[src/hdl/u8ld_pkg.sv]
// ----------------------------------------------------------------------------
// u8ld_pkg: shared types and constants of the lenient UTF-8 decoder
// Field widths, count width, byte class masks and the result record.
// ----------------------------------------------------------------------------
package u8ld_pkg;

    // Field widths fixed by the stream format.
    localparam int BYTE_W  = 8;
    localparam int CP_W    = 21;
    localparam int TOTAL_W = 16;

    // Width of the internal character counter; the count saturates at all ones.
    localparam int COUNT_BITS = 16;

    // Result queue depth and its pointer and fill widths.
    localparam int QDEPTH = 4;
    localparam int QPTR_W = $clog2(QDEPTH);
    localparam int QFILL_W = $clog2(QDEPTH + 1);

    // Packed output data width, rounded up to whole bytes.
    localparam int MDATA_W = ((CP_W + TOTAL_W + 7) / 8) * 8;

    // Lead byte class masks and patterns.
    localparam logic [BYTE_W-1:0] ASCII_MASK = 8'h80;
    localparam logic [BYTE_W-1:0] LEAD2_MASK = 8'he0;
    localparam logic [BYTE_W-1:0] LEAD2_PAT  = 8'hc0;
    localparam logic [BYTE_W-1:0] LEAD3_MASK = 8'hf0;
    localparam logic [BYTE_W-1:0] LEAD3_PAT  = 8'he0;
    localparam logic [BYTE_W-1:0] LEAD4_MASK = 8'hf8;
    localparam logic [BYTE_W-1:0] LEAD4_PAT  = 8'hf0;
    localparam logic [BYTE_W-1:0] LEAD2_BITS = 8'h1f;
    localparam logic [BYTE_W-1:0] CONT_BITS  = 8'h3f;
    localparam logic [BYTE_W-1:0] LEAD3_BITS = 8'h0f;
    localparam logic [BYTE_W-1:0] LEAD4_BITS = 8'h07;

    // Number of continuation bytes still expected.
    localparam logic [1:0] PEND_NONE  = 2'd0;
    localparam logic [1:0] PEND_ONE   = 2'd1;
    localparam logic [1:0] PEND_TWO   = 2'd2;
    localparam logic [1:0] PEND_THREE = 2'd3;

    // One result item.
    typedef struct packed {
        logic [CP_W-1:0]    code_point;
        logic               is_terminator;
        logic [TOTAL_W-1:0] char_total;
    } res_t;

    // Results produced by one decoded byte (up to two).
    typedef struct packed {
        logic vld0;
        logic vld1;
        res_t res0;
        res_t res1;
    } push_t;

    // Queue status seen by the decoder and the top level.
    typedef struct packed {
        logic [QFILL_W-1:0] fill;
        logic               room;
    } qstat_t;

endpackage

[src/hdl/utf8_lenient_decoder_core.sv]
// ----------------------------------------------------------------------------
// utf8_lenient_decoder_core: lenient streaming UTF-8 decoder
// Turns a byte stream into code points with a counted terminator per buffer.
// ----------------------------------------------------------------------------
// Usage:
// The slave channel takes one byte a beat in s_tdata; s_tlast marks the final
// byte of a buffer. The master channel gives one result a beat: a decoded
// code point with the running character count, and after the final byte a
// terminator beat (m_tlast high, code point zero) carrying the final count.
// A byte is registered on entry, decoded from the input register, and its
// results are registered in the result queue that drives the master channel.
// Throughput: one byte per cycle while each byte yields at most one result
// and the receiver keeps up. A final byte that also completes a character
// yields two results at once; the four-entry result queue absorbs this.
// Reset (aresetn low, synchronous) empties the input register and the queue
// and clears the decode state. When the receiver stalls, results collect in
// the queue; once fewer than two slots are free the decoder holds its byte
// and s_tready falls after the input register has filled.
// ----------------------------------------------------------------------------
module utf8_lenient_decoder_core
    import u8ld_pkg::*;
(
    input  logic               aclk,
    input  logic               aresetn,
    input  logic               s_tvalid,
    output logic               s_tready,
    input  logic [BYTE_W-1:0]  s_tdata,   // [7:0] in_byte
    input  logic               s_tlast,   // buffer_end
    output logic               m_tvalid,
    input  logic               m_tready,
    output logic [MDATA_W-1:0] m_tdata,   // [20:0] code_point, [36:21] char_total, rest zero
    output logic               m_tlast    // is_terminator
);

    logic              in_vld;
    logic [BYTE_W-1:0] in_byte;
    logic              in_last;
    logic              take;
    push_t             push;
    qstat_t            qstat;
    res_t              head;

    // Input register stage.
    u8ld_in_slice u_in (
        .aclk     (aclk),
        .aresetn  (aresetn),
        .s_tvalid (s_tvalid),
        .s_tready (s_tready),
        .s_tdata  (s_tdata),
        .s_tlast  (s_tlast),
        .vld      (in_vld),
        .byte_q   (in_byte),
        .last_q   (in_last),
        .take     (take)
    );

    // A byte is decoded only when the queue can hold both possible results.
    assign take = in_vld && qstat.room;

    u8ld_decode u_dec (
        .aclk    (aclk),
        .aresetn (aresetn),
        .take    (take),
        .byte_d  (in_byte),
        .last_d  (in_last),
        .push    (push)
    );

    u8ld_res_queue u_q (
        .aclk     (aclk),
        .aresetn  (aresetn),
        .push     (push),
        .stat     (qstat),
        .m_tvalid (m_tvalid),
        .m_tready (m_tready),
        .head     (head)
    );

    // Pack the head result onto the master channel.
    assign m_tdata = MDATA_W'({head.char_total, head.code_point});
    assign m_tlast = head.is_terminator;

    // A double push is always a character followed by the terminator.
    a_pair_order: assert property (@(posedge aclk) disable iff (!aresetn)
        push.vld1 |-> (push.vld0 && !push.res0.is_terminator && push.res1.is_terminator))
        else $error("second result of a byte is not a terminator after a character");

    // The queue never holds more than its depth.
    a_fill_bound: assert property (@(posedge aclk) disable iff (!aresetn)
        qstat.fill <= QFILL_W'(QDEPTH))
        else $error("result queue overfilled");

    // Results only come from bytes actually taken from the input register.
    a_push_taken: assert property (@(posedge aclk) disable iff (!aresetn)
        push.vld0 |-> (in_vld && qstat.room))
        else $error("result pushed without a decoded byte");

    // A lone terminator is pushed only for the final byte of a buffer.
    a_term_last: assert property (@(posedge aclk) disable iff (!aresetn)
        (push.vld0 && push.res0.is_terminator) |-> (in_last && !push.vld1))
        else $error("terminator pushed for a byte that does not end the buffer");

endmodule

[src/hdl/u8ld_in_slice.sv]
// ----------------------------------------------------------------------------
// u8ld_in_slice: input register stage
// Holds one accepted byte beat until the decoder consumes it.
// ----------------------------------------------------------------------------
module u8ld_in_slice
    import u8ld_pkg::*;
(
    input  logic              aclk,
    input  logic              aresetn,
    input  logic              s_tvalid,
    output logic              s_tready,
    input  logic [BYTE_W-1:0] s_tdata,
    input  logic              s_tlast,
    output logic              vld,
    output logic [BYTE_W-1:0] byte_q,
    output logic              last_q,
    input  logic              take
);

    logic              vld_reg;
    logic [BYTE_W-1:0] byte_reg;
    logic              last_reg;

    // A new beat may enter when the register is empty or is being drained.
    assign s_tready = !vld_reg || take;

    // Valid flag is control state; the payload loads on every accepted beat.
    always_ff @(posedge aclk) begin
        if (!aresetn) begin
            vld_reg <= 1'b0;
        end else if (s_tready) begin
            vld_reg <= s_tvalid;
        end
        if (s_tvalid && s_tready) begin
            byte_reg <= s_tdata;
            last_reg <= s_tlast;
        end
    end

    assign vld    = vld_reg;
    assign byte_q = byte_reg;
    assign last_q = last_reg;

endmodule

[src/hdl/u8ld_decode.sv]
// ----------------------------------------------------------------------------
// u8ld_decode: byte decoder and sequence state
// Classifies each byte, gathers continuation bits and forms up to two results.
// ----------------------------------------------------------------------------
module u8ld_decode
    import u8ld_pkg::*;
(
    input  logic              aclk,
    input  logic              aresetn,
    input  logic              take,
    input  logic [BYTE_W-1:0] byte_d,
    input  logic              last_d,
    output push_t             push
);

    logic [CP_W-1:0]       partial_reg, partial_next;
    logic [1:0]            pend_reg, pend_next;
    logic                  halted_reg, halted_next;
    logic [COUNT_BITS-1:0] count_reg, count_next;

    logic                  emit;
    logic [CP_W-1:0]       emit_cp;
    logic [CP_W-1:0]       shifted;

    assign shifted = {partial_reg[CP_W-7:0], byte_d[5:0] & CONT_BITS[5:0]};

    // Sequence state update for one byte.
    always_comb begin
        partial_next = partial_reg;
        pend_next    = pend_reg;
        halted_next  = halted_reg;
        emit         = 1'b0;
        emit_cp      = '0;
        if (!halted_reg) begin
            priority if (pend_reg != PEND_NONE) begin
                partial_next = shifted;
                pend_next    = pend_reg - 2'd1;
                emit         = (pend_reg == PEND_ONE);
                emit_cp      = shifted;
            end else if (byte_d == '0) begin
                halted_next = 1'b1;
            end else if ((byte_d & ASCII_MASK) == '0) begin
                emit    = 1'b1;
                emit_cp = CP_W'(byte_d);
            end else if ((byte_d & LEAD2_MASK) == LEAD2_PAT) begin
                partial_next = CP_W'(byte_d & LEAD2_BITS);
                pend_next    = PEND_ONE;
            end else if ((byte_d & LEAD3_MASK) == LEAD3_PAT) begin
                partial_next = CP_W'(byte_d & LEAD3_BITS);
                pend_next    = PEND_TWO;
            end else if ((byte_d & LEAD4_MASK) == LEAD4_PAT) begin
                partial_next = CP_W'(byte_d & LEAD4_BITS);
                pend_next    = PEND_THREE;
            end else begin
                // Stray continuation or out-of-range lead passes through.
                emit    = 1'b1;
                emit_cp = CP_W'(byte_d);
            end
        end
        // Saturating character count.
        count_next = count_reg;
        if (emit && (count_reg != '1)) begin
            count_next = count_reg + COUNT_BITS'(1);
        end
    end

    // Results: a character first, then the terminator on the final byte.
    always_comb begin
        push.res0.code_point    = emit ? emit_cp : '0;
        push.res0.is_terminator = !emit;
        push.res0.char_total    = TOTAL_W'(count_next);
        push.res1.code_point    = '0;
        push.res1.is_terminator = 1'b1;
        push.res1.char_total    = TOTAL_W'(count_next);
        push.vld0               = take && (emit || last_d);
        push.vld1               = take && emit && last_d;
    end

    // State registers; the final byte of a buffer returns them to reset.
    always_ff @(posedge aclk) begin
        if (!aresetn) begin
            partial_reg <= '0;
            pend_reg    <= PEND_NONE;
            halted_reg  <= 1'b0;
            count_reg   <= '0;
        end else if (take) begin
            if (last_d) begin
                partial_reg <= '0;
                pend_reg    <= PEND_NONE;
                halted_reg  <= 1'b0;
                count_reg   <= '0;
            end else begin
                partial_reg <= partial_next;
                pend_reg    <= pend_next;
                halted_reg  <= halted_next;
                count_reg   <= count_next;
            end
        end
    end

endmodule

[src/hdl/u8ld_res_queue.sv]
// ----------------------------------------------------------------------------
// u8ld_res_queue: result queue
// Small register queue taking up to two results a cycle and giving one when the receiver accepts it.
// ----------------------------------------------------------------------------
module u8ld_res_queue
    import u8ld_pkg::*;
(
    input  logic   aclk,
    input  logic   aresetn,
    input  push_t  push,
    output qstat_t stat,
    output logic   m_tvalid,
    input  logic   m_tready,
    output res_t   head
);

    res_t               entry_reg [QDEPTH];
    logic [QPTR_W-1:0]  wr_ptr_reg, rd_ptr_reg;
    logic [QFILL_W-1:0] fill_reg, fill_next;
    logic               pop;
    logic [QPTR_W-1:0]  wr_ptr_inc;

    assign pop        = m_tvalid && m_tready;
    assign wr_ptr_inc = wr_ptr_reg + QPTR_W'(1);

    // Fill change: pushes minus the pop.
    always_comb begin
        fill_next = fill_reg + QFILL_W'(push.vld0) + QFILL_W'(push.vld1) - QFILL_W'(pop);
    end

    // Pointers and fill level.
    always_ff @(posedge aclk) begin
        if (!aresetn) begin
            wr_ptr_reg <= '0;
            rd_ptr_reg <= '0;
            fill_reg   <= '0;
        end else begin
            fill_reg <= fill_next;
            if (pop) begin
                rd_ptr_reg <= rd_ptr_reg + QPTR_W'(1);
            end
            if (push.vld1) begin
                wr_ptr_reg <= wr_ptr_reg + QPTR_W'(2);
            end else if (push.vld0) begin
                wr_ptr_reg <= wr_ptr_inc;
            end
        end
    end

    // Entry storage; the second result goes to the following slot.
    always_ff @(posedge aclk) begin
        if (push.vld0) begin
            entry_reg[wr_ptr_reg] <= push.res0;
        end
        if (push.vld1) begin
            entry_reg[wr_ptr_inc] <= push.res1;
        end
    end

    assign m_tvalid  = (fill_reg != '0);
    assign head      = entry_reg[rd_ptr_reg];
    assign stat.fill = fill_reg;
    assign stat.room = (fill_reg <= QFILL_W'(QDEPTH - 2));

endmodule
[config.mk]
export PLATFORM = sky130hd
export DESIGN_NAME = utf8_lenient_decoder_core
export DESIGN_NICKNAME = d
export VERILOG_FILES = /design/src/hdl/u8ld_pkg.sv /design/src/hdl/utf8_lenient_decoder_core.sv /design/src/hdl/u8ld_in_slice.sv /design/src/hdl/u8ld_decode.sv /design/src/hdl/u8ld_res_queue.sv
export SDC_FILE = /design/constraint.sdc
export NUM_CORES = 1
export LEC_CHECK = 0
export BUFFER_PORTS_ARGS = -buffer_cell sky130_fd_sc_hd__buf_2
export CORE_MARGIN = 2
export CORE_UTILIZATION = 44
export DETAILED_ROUTE_END_ITERATION = 6
export GPL_TIMING_DRIVEN = 0
export PLACE_DENSITY_LB_ADDON = 0.08
export SLEW_MARGIN = 20
export SYNTH_ARGS = -nofsm -noshare
export SYNTH_HDL_FRONTEND = slang
export SYNTH_SLANG_ARGS = --single-unit
[constraint.sdc]
create_clock -name aclk -period 4.4 [get_ports aclk]
set_input_delay 0 -clock aclk [delete_from_list [all_inputs] [get_ports aclk]]
set_output_delay 0 -clock aclk [all_outputs]
set_load 0.01 [all_outputs]
Word-level counts from Yosys, hierarchy flattened
Memories as Yosys holds them, arrays and structs flattened. A register that Yosys moved wholly into a read port is not among the register bits.
Index checks and enable logic that the tools add are counted.
{"block": "word_totals", "ff_bits": 51, "ram_bits": 152, "output_inout_bits": 43, "wordCells": 91, "memories": 1}
{"block": "classes", "addsub": 8, "order_cmp": 1, "eq_ne": 8, "muxes": 45, "n_reduce_logical": 18}
{"name": "u_q.entry_reg", "depth": 4, "width": 38, "read_ports": 1, "rd_clocked_by_memory_dff": 1, "write_ports": 2, "line_no": "u8ld_res_queue.sv:17", "text": "res_t entry_reg [QDEPTH];"}
{"cell": "two-way mux 21 bit", "n": 7}
{"cell": "two-way mux 15 bit", "n": 8}
{"cell": "two-way mux 16 bit", "n": 2}
{"cell": "two-way mux 2 bit", "n": 12}
{"cell": "adder 16 x 1 -> 16 bit (second input constant)", "n": 1}
{"cell": "logical NOT 8 bit", "n": 2}
{"cell": "inequality test 16 bit (second input constant)", "n": 1}
{"cell": "two-way mux 1 bit", "n": 15}
{"cell": "two-way mux 8 bit", "n": 1}
{"cell": "logical AND 1 bit", "n": 7}
{"cell": "adder 3 x 1 -> 3 bit", "n": 2}
{"cell": "inequality test 3 x 2 -> 1 bit (second input constant)", "n": 2}
{"cell": "== test 5 bit (second input constant)", "n": 1}
{"cell": "AND reduction 5 bit", "n": 1}
{"cell": "nonzero test 5 bit", "n": 1}
{"cell": "adder 2 x 1 -> 2 bit (second input constant)", "n": 2}
{"cell": "== test 4 bit (second input constant)", "n": 1}
{"cell": "nonzero test 2 bit", "n": 2}
{"cell": "== test 3 bit (second input constant)", "n": 1}
{"cell": "<= comparator 3 x 2 -> 1 bit (second input constant)", "n": 1}
{"cell": "nonzero test 3 bit", "n": 1}
{"cell": "subtractor 3 x 1 -> 3 bit", "n": 1}
{"cell": "adder 2 bit (second input constant)", "n": 1}
{"cell": "== test 2 x 1 -> 1 bit (second input constant)", "n": 1}
{"cell": "4 further kinds", "n": 6}

Logic depth before layout (Yosys ltp)
{"block": "logic_depth", "ltp_word": 13, "mapped_depth": 14}

Hierarchy
From an unflattened synthesis, not the netlist that was laid out.
{"block": "unflattened", "hier_cells": 780, "hier_area_um2": 10714.0}
{"module": "u8ld_res_queue", "instances": 1, "cells_each": 423, "area_per_inst_um2": 7803.7}
{"module": "u8ld_decode", "instances": 1, "cells_each": 338, "area_per_inst_um2": 2549.9}
{"module": "u8ld_in_slice", "instances": 1, "cells_each": 14, "area_per_inst_um2": 327.8}
{"module": "utf8_lenient_decoder_core", "instances": 1, "cells_each": 5, "area_per_inst_um2": 32.5}

Worst setup path before layout
OpenSTA, ideal clock, no wires.
{"block": "synth_timing", "path_kind": "flip-flop to flip-flop", "start": "register u_in.byte_reg[1], in the netlist u_in.byte_q[1]", "end": "register u_q.fill_reg[2]", "setup_time_ns": 0.128, "arrival_ns": 2.765, "required_ns": 4.272, "setup_slack_ns": 1.507, "stages_incl_launch_ff": 14, "path_buffers": 2, "path_cell_list": "edfxtp_1 or4_4 nor3_2 or2_1 buf_6 a21oi_2 buf_6 inv_1 ha_1 inv_1 fa_1 fa_1 xor2_1 nor2_1"}
{"block": "synth_between", "elab_chain_len": 9, "word_cells_on_any_way": 11, "classes_between": "add/sub: 3; mux: 3; reduce/logical: 5"}
{"element": "from (decl)", "line_no": "u8ld_in_slice.sv:21", "text": "logic [BYTE_W-1:0] byte_reg;"}
{"element": "from (signal assigned)", "line_no": "u8ld_in_slice.sv:35", "text": "byte_reg <= s_tdata;"}
{"element": "logical NOT 8 bit *", "line_no": "u8ld_decode.sv:40", "text": "end else if (byte_d == '0) begin"}
{"element": "two-way mux 1 bit *", "line_no": "u8ld_decode.sv:40"}
{"element": "two-way mux 1 bit *", "line_no": "u8ld_decode.sv:35", "text": "priority if (pend_reg != PEND_NONE) begin"}
{"element": "two-way mux 1 bit *", "line_no": "u8ld_decode.sv:34", "text": "if (!halted_reg) begin"}
{"element": "logical OR 1 bit", "line_no": "u8ld_decode.sv:75", "text": "push.vld0 = take && (emit || last_d);"}
{"element": "logical AND 1 bit", "line_no": "u8ld_decode.sv:75"}
{"element": "adder 3 x 1 -> 3 bit", "line_no": "u8ld_res_queue.sv:28", "text": "fill_next = fill_reg + QFILL_W'(push.vld0) + QFILL_W'(push.vld1) - QFILL_W'(pop);"}
{"element": "adder 3 x 1 -> 3 bit *", "line_no": "u8ld_res_queue.sv:28"}
{"element": "subtractor 3 x 1 -> 3 bit *", "line_no": "u8ld_res_queue.sv:28"}
{"element": "to (signal assigned)", "line_no": "u8ld_res_queue.sv:38", "text": "fill_reg <= fill_next;"}
{"element": "to (decl)", "line_no": "u8ld_res_queue.sv:19", "text": "logic [QFILL_W-1:0] fill_reg, fill_next;"}
Every way passes the cells marked *; elsewhere a longest branch is shown, timed or not.
A chain may end at the register's enable or synchronous reset.

==> impl_metrics.tcl <==
set metrics [dict create \
    status "finished clean" \
    fp.dieW_um 147 \
    drtIter0Drc 627 \
    placedCellCount 1132 \
    crit_path_max_fanout 16 \
    setup_tns_ns 0 \
    numClockSinks 205 \
    path_class "reg -> reg" \
    setup-violations-final 0 \
    final_cells 1184 \
    place_ws_ns 0.808 \
    fmax_mhz 281 \
    cp_slowest_cell "or4_4" \
    port_buffers 52 \
    antenna_found_initial 0 \
    crit_required_ns 4.52 \
    nets 924 \
    grt_pass1_wl_um 38800 \
    maxSlewHeadroom 0.325 \
    drt-pass1-iter-count 6 \
    fin_util 0.520 \
    cts_buffers 22 \
    routabilityCongestion 0.931 \
    first_global_vias 6787 \
    crit_arrival_ns 3.68 \
    grt_overflow 0 \
    drc_errors 0 \
    p_leak_nw 3.59 \
    cts_tree "done" \
    powerDensity_nw_per_um2 517 \
    rsz0062_at_grt "false" \
    reg2reg_to "u_q.entry_reg[1][9]" \
    skew_ns 0.0152 \
    core_area_sq_um 20200 \
    synth_edf_count 73 \
    reg2reg_depth 8 \
    final_cell_mix "dfxtp_1 (132), nor2_1 (89), edfxtp_1 (73), buf_2 (67), nand2_1 (63)" \
    r2r_slack_ns 0.84 \
    wl_um 25000 \
    layout-drive-gt1-share 0.174 \
    use_met3 0.0351 \
    ys_seq_elements 205 \
    synth_top_flop_cell "dfxtp_1" \
    area_growth_pct 16.0 \
    ys_async_sr_fraction 0 \
    use_met2 0.366 \
    crit_path_max_incr_delay_ns 0.58 \
    vias 6952 \
    cp_cell_sequence "or4_4 > nor3_2 > nor2_1 > buf_2 > nand3_1 > a21o_1 > clkbuf_1 > inv_1" \
    r2r_start "u_in.byte_q[1]" \
    drv_cap 0 \
    peakVddDrop_mv 0.377 \
    die-area_sq_um 21700 \
    cts_setup_buffers 0 \
    holdPathStages 2 \
    synth.distinct_cells 57 \
    period_minus_slack_ns 3.56 \
    ctsResizeCount 0 \
    antenna_cells 0 \
    crit_path_end_kind "flop" \
    globalRouteMet1Util 0.330 \
    hpwl_um 17300 \
    wl_per_cell_um 21.1 \
    grt_max_degree 17 \
    setup_slack_ns 0.839 \
    vias_per_cell 5.87 \
    min_to "u_in.last_q" \
    ys_seq_area_frac 0.535 \
    syn_area_per_cell_sq_um 11.2 \
    cp-start-kind "flop" \
    drv_slew 0 \
    postRouteAntennaNets 0 \
    hold_path.class "in -> reg" \
    synth_cells 808 \
    timing.final.crit_share 0.809 \
    nFillCells 1888 \
    cts.clk_slew.worst_paths_ns 0.06 \
    die_y_um 147 \
    grt_busiest_layer "met2" \
    largest_reg_flops 152 \
    synth_area_sq_um 9040 \
    final_common_cell "dfxtp_1" \
    clock-root-buffer "clkbuf_16" \
    hold_viol 0 \
    rows 52 \
    ys_warn_count 0 \
    cts_max_level 1 \
    track_usage 0.231 \
    io_pins 56 \
    tightest_slew_ns 1.01 \
    start_util 0.448 \
    max-clock-path-buffers 3 \
    hp-start "s_tlast" \
    clkLatencyLatePin_ns 0.52 \
]
-- worst max-delay path: cells and delay by family, from the launching register on --
| family | cells | cell delay (ns) |
|---|---|---|
| flip-flops | 1 | 0.49 |
| AND/OR/NAND/NOR | 4 | 1.14 |
| AO/OA/AOI/OAI | 1 | 0.22 |
| buffers and inverters | 3 | 1.30 |
-- through the flow --
| stage | area (sq um) | total power (W) | hold slack (ns) |
|---|---|---|---|
| after detailed placement | 9640 | 0.00362 | 0.178 |
| final | 10500 | 0.00542 | 0.203 |
| after global routing | 10500 | 0.00566 | 0.205 |
| after floorplan | 9040 | 0.00316 | 0.0989 |
| after global placement | 9640 | 0.00358 | 0.176 |
| after CTS | 10500 | 0.00545 | 0.185 |
-- layout make-up --
class | count | area [sq um] | share of cell area
flip-flops and latches | 205 | 4830 | 0.461
clock buffers | 34 | 647 | 0.0617
repair buffers | 64 | 380 | 0.0363
plain buffers | 66 | 324 | 0.0309
clock inverters | 6 | 67.6 | 0.00645
well taps | 270 | 338 | 0.0322
multi-input cells | 523 | 3830 | 0.365
inverters | 16 | 60.1 | 0.00573
-- what timing repair did --
action | in CTS | in global routing
endpoints found under the setup margin | 0 | 0
hold buffers | 12 | 0
endpoints found under the hold margin | 18 | 0
-- Yosys cell counts, types with 8 or more instances --
cell         n  area [sq um]
a21oi_1     47           235
mux4_2      38           856
mux2i_1      9          90.1
dfxtp_1    132          2640
inv_1       15          56.3
nand2_1     63           236
and2_1      11          68.8
ha_1        11           138
xor2_1      12           105
a31oi_1     10          62.6
a32o_1      52           521
nor2_1      89           334
and3_1       8          50.1
buf_2       15          75.1
nor3_1       8          40.0
or3_1        8          50.1
o2bb2ai_1   18           158
edfxtp_1    73          2190
clkbuf_1    37           139
nand3_1     49           245
o21ai_0     30           150
-- power by group --
group | total [W] | internal [W] | leakage [nW] | switching [W]
clock | 0.00182 | 0.00107 | 0.345 | 0.000745
combinational | 0.00131 | 0.000526 | 1.53 | 0.000784
sequential | 0.00229 | 0.00218 | 1.72 | 0.000110
-- per-layer routing --
metal | vias to the layer above | wire [um]
li1 | 3199 | -
met1 | 3433 | 11300
met2 | 266 | 11500
met3 | 54 | 1600
met4 | 0 | 698
met5 | - | 0
-- cell families (layout without fill, tap and decap cells) --
logic type / count (synthesis) / count (layout) / share of synthesized area
mux: 47 / 47 / 0.105
simple gates: 264 / 264 / 0.138
other cells: 1 / 3 / 0.000415
buf+inv: 82 / 186 / 0.0424
xor+xnor: 17 / 17 / 0.0165
fa+ha+maj: 14 / 14 / 0.0208
compound gates: 178 / 178 / 0.143
flops: 205 / 205 / 0.535
-- worst max-delay path by stage --
stage,slack (ns),to,start
floorplan,1.51,u_q.fill_reg[2],u_in.byte_q[1]
global placement,0.81,u_q.entry_reg[1][11],u_in.byte_q[1]
detailed placement,0.81,u_q.entry_reg[1][11],u_in.byte_q[1]
CTS,0.80,u_q.entry_reg[1][9],u_in.byte_q[1]
global route,0.64,u_q.entry_reg[1][9],u_in.byte_q[1]
finish,0.84,u_q.entry_reg[1][9],u_in.byte_q[1]
(Power assumes the default switching activity.)
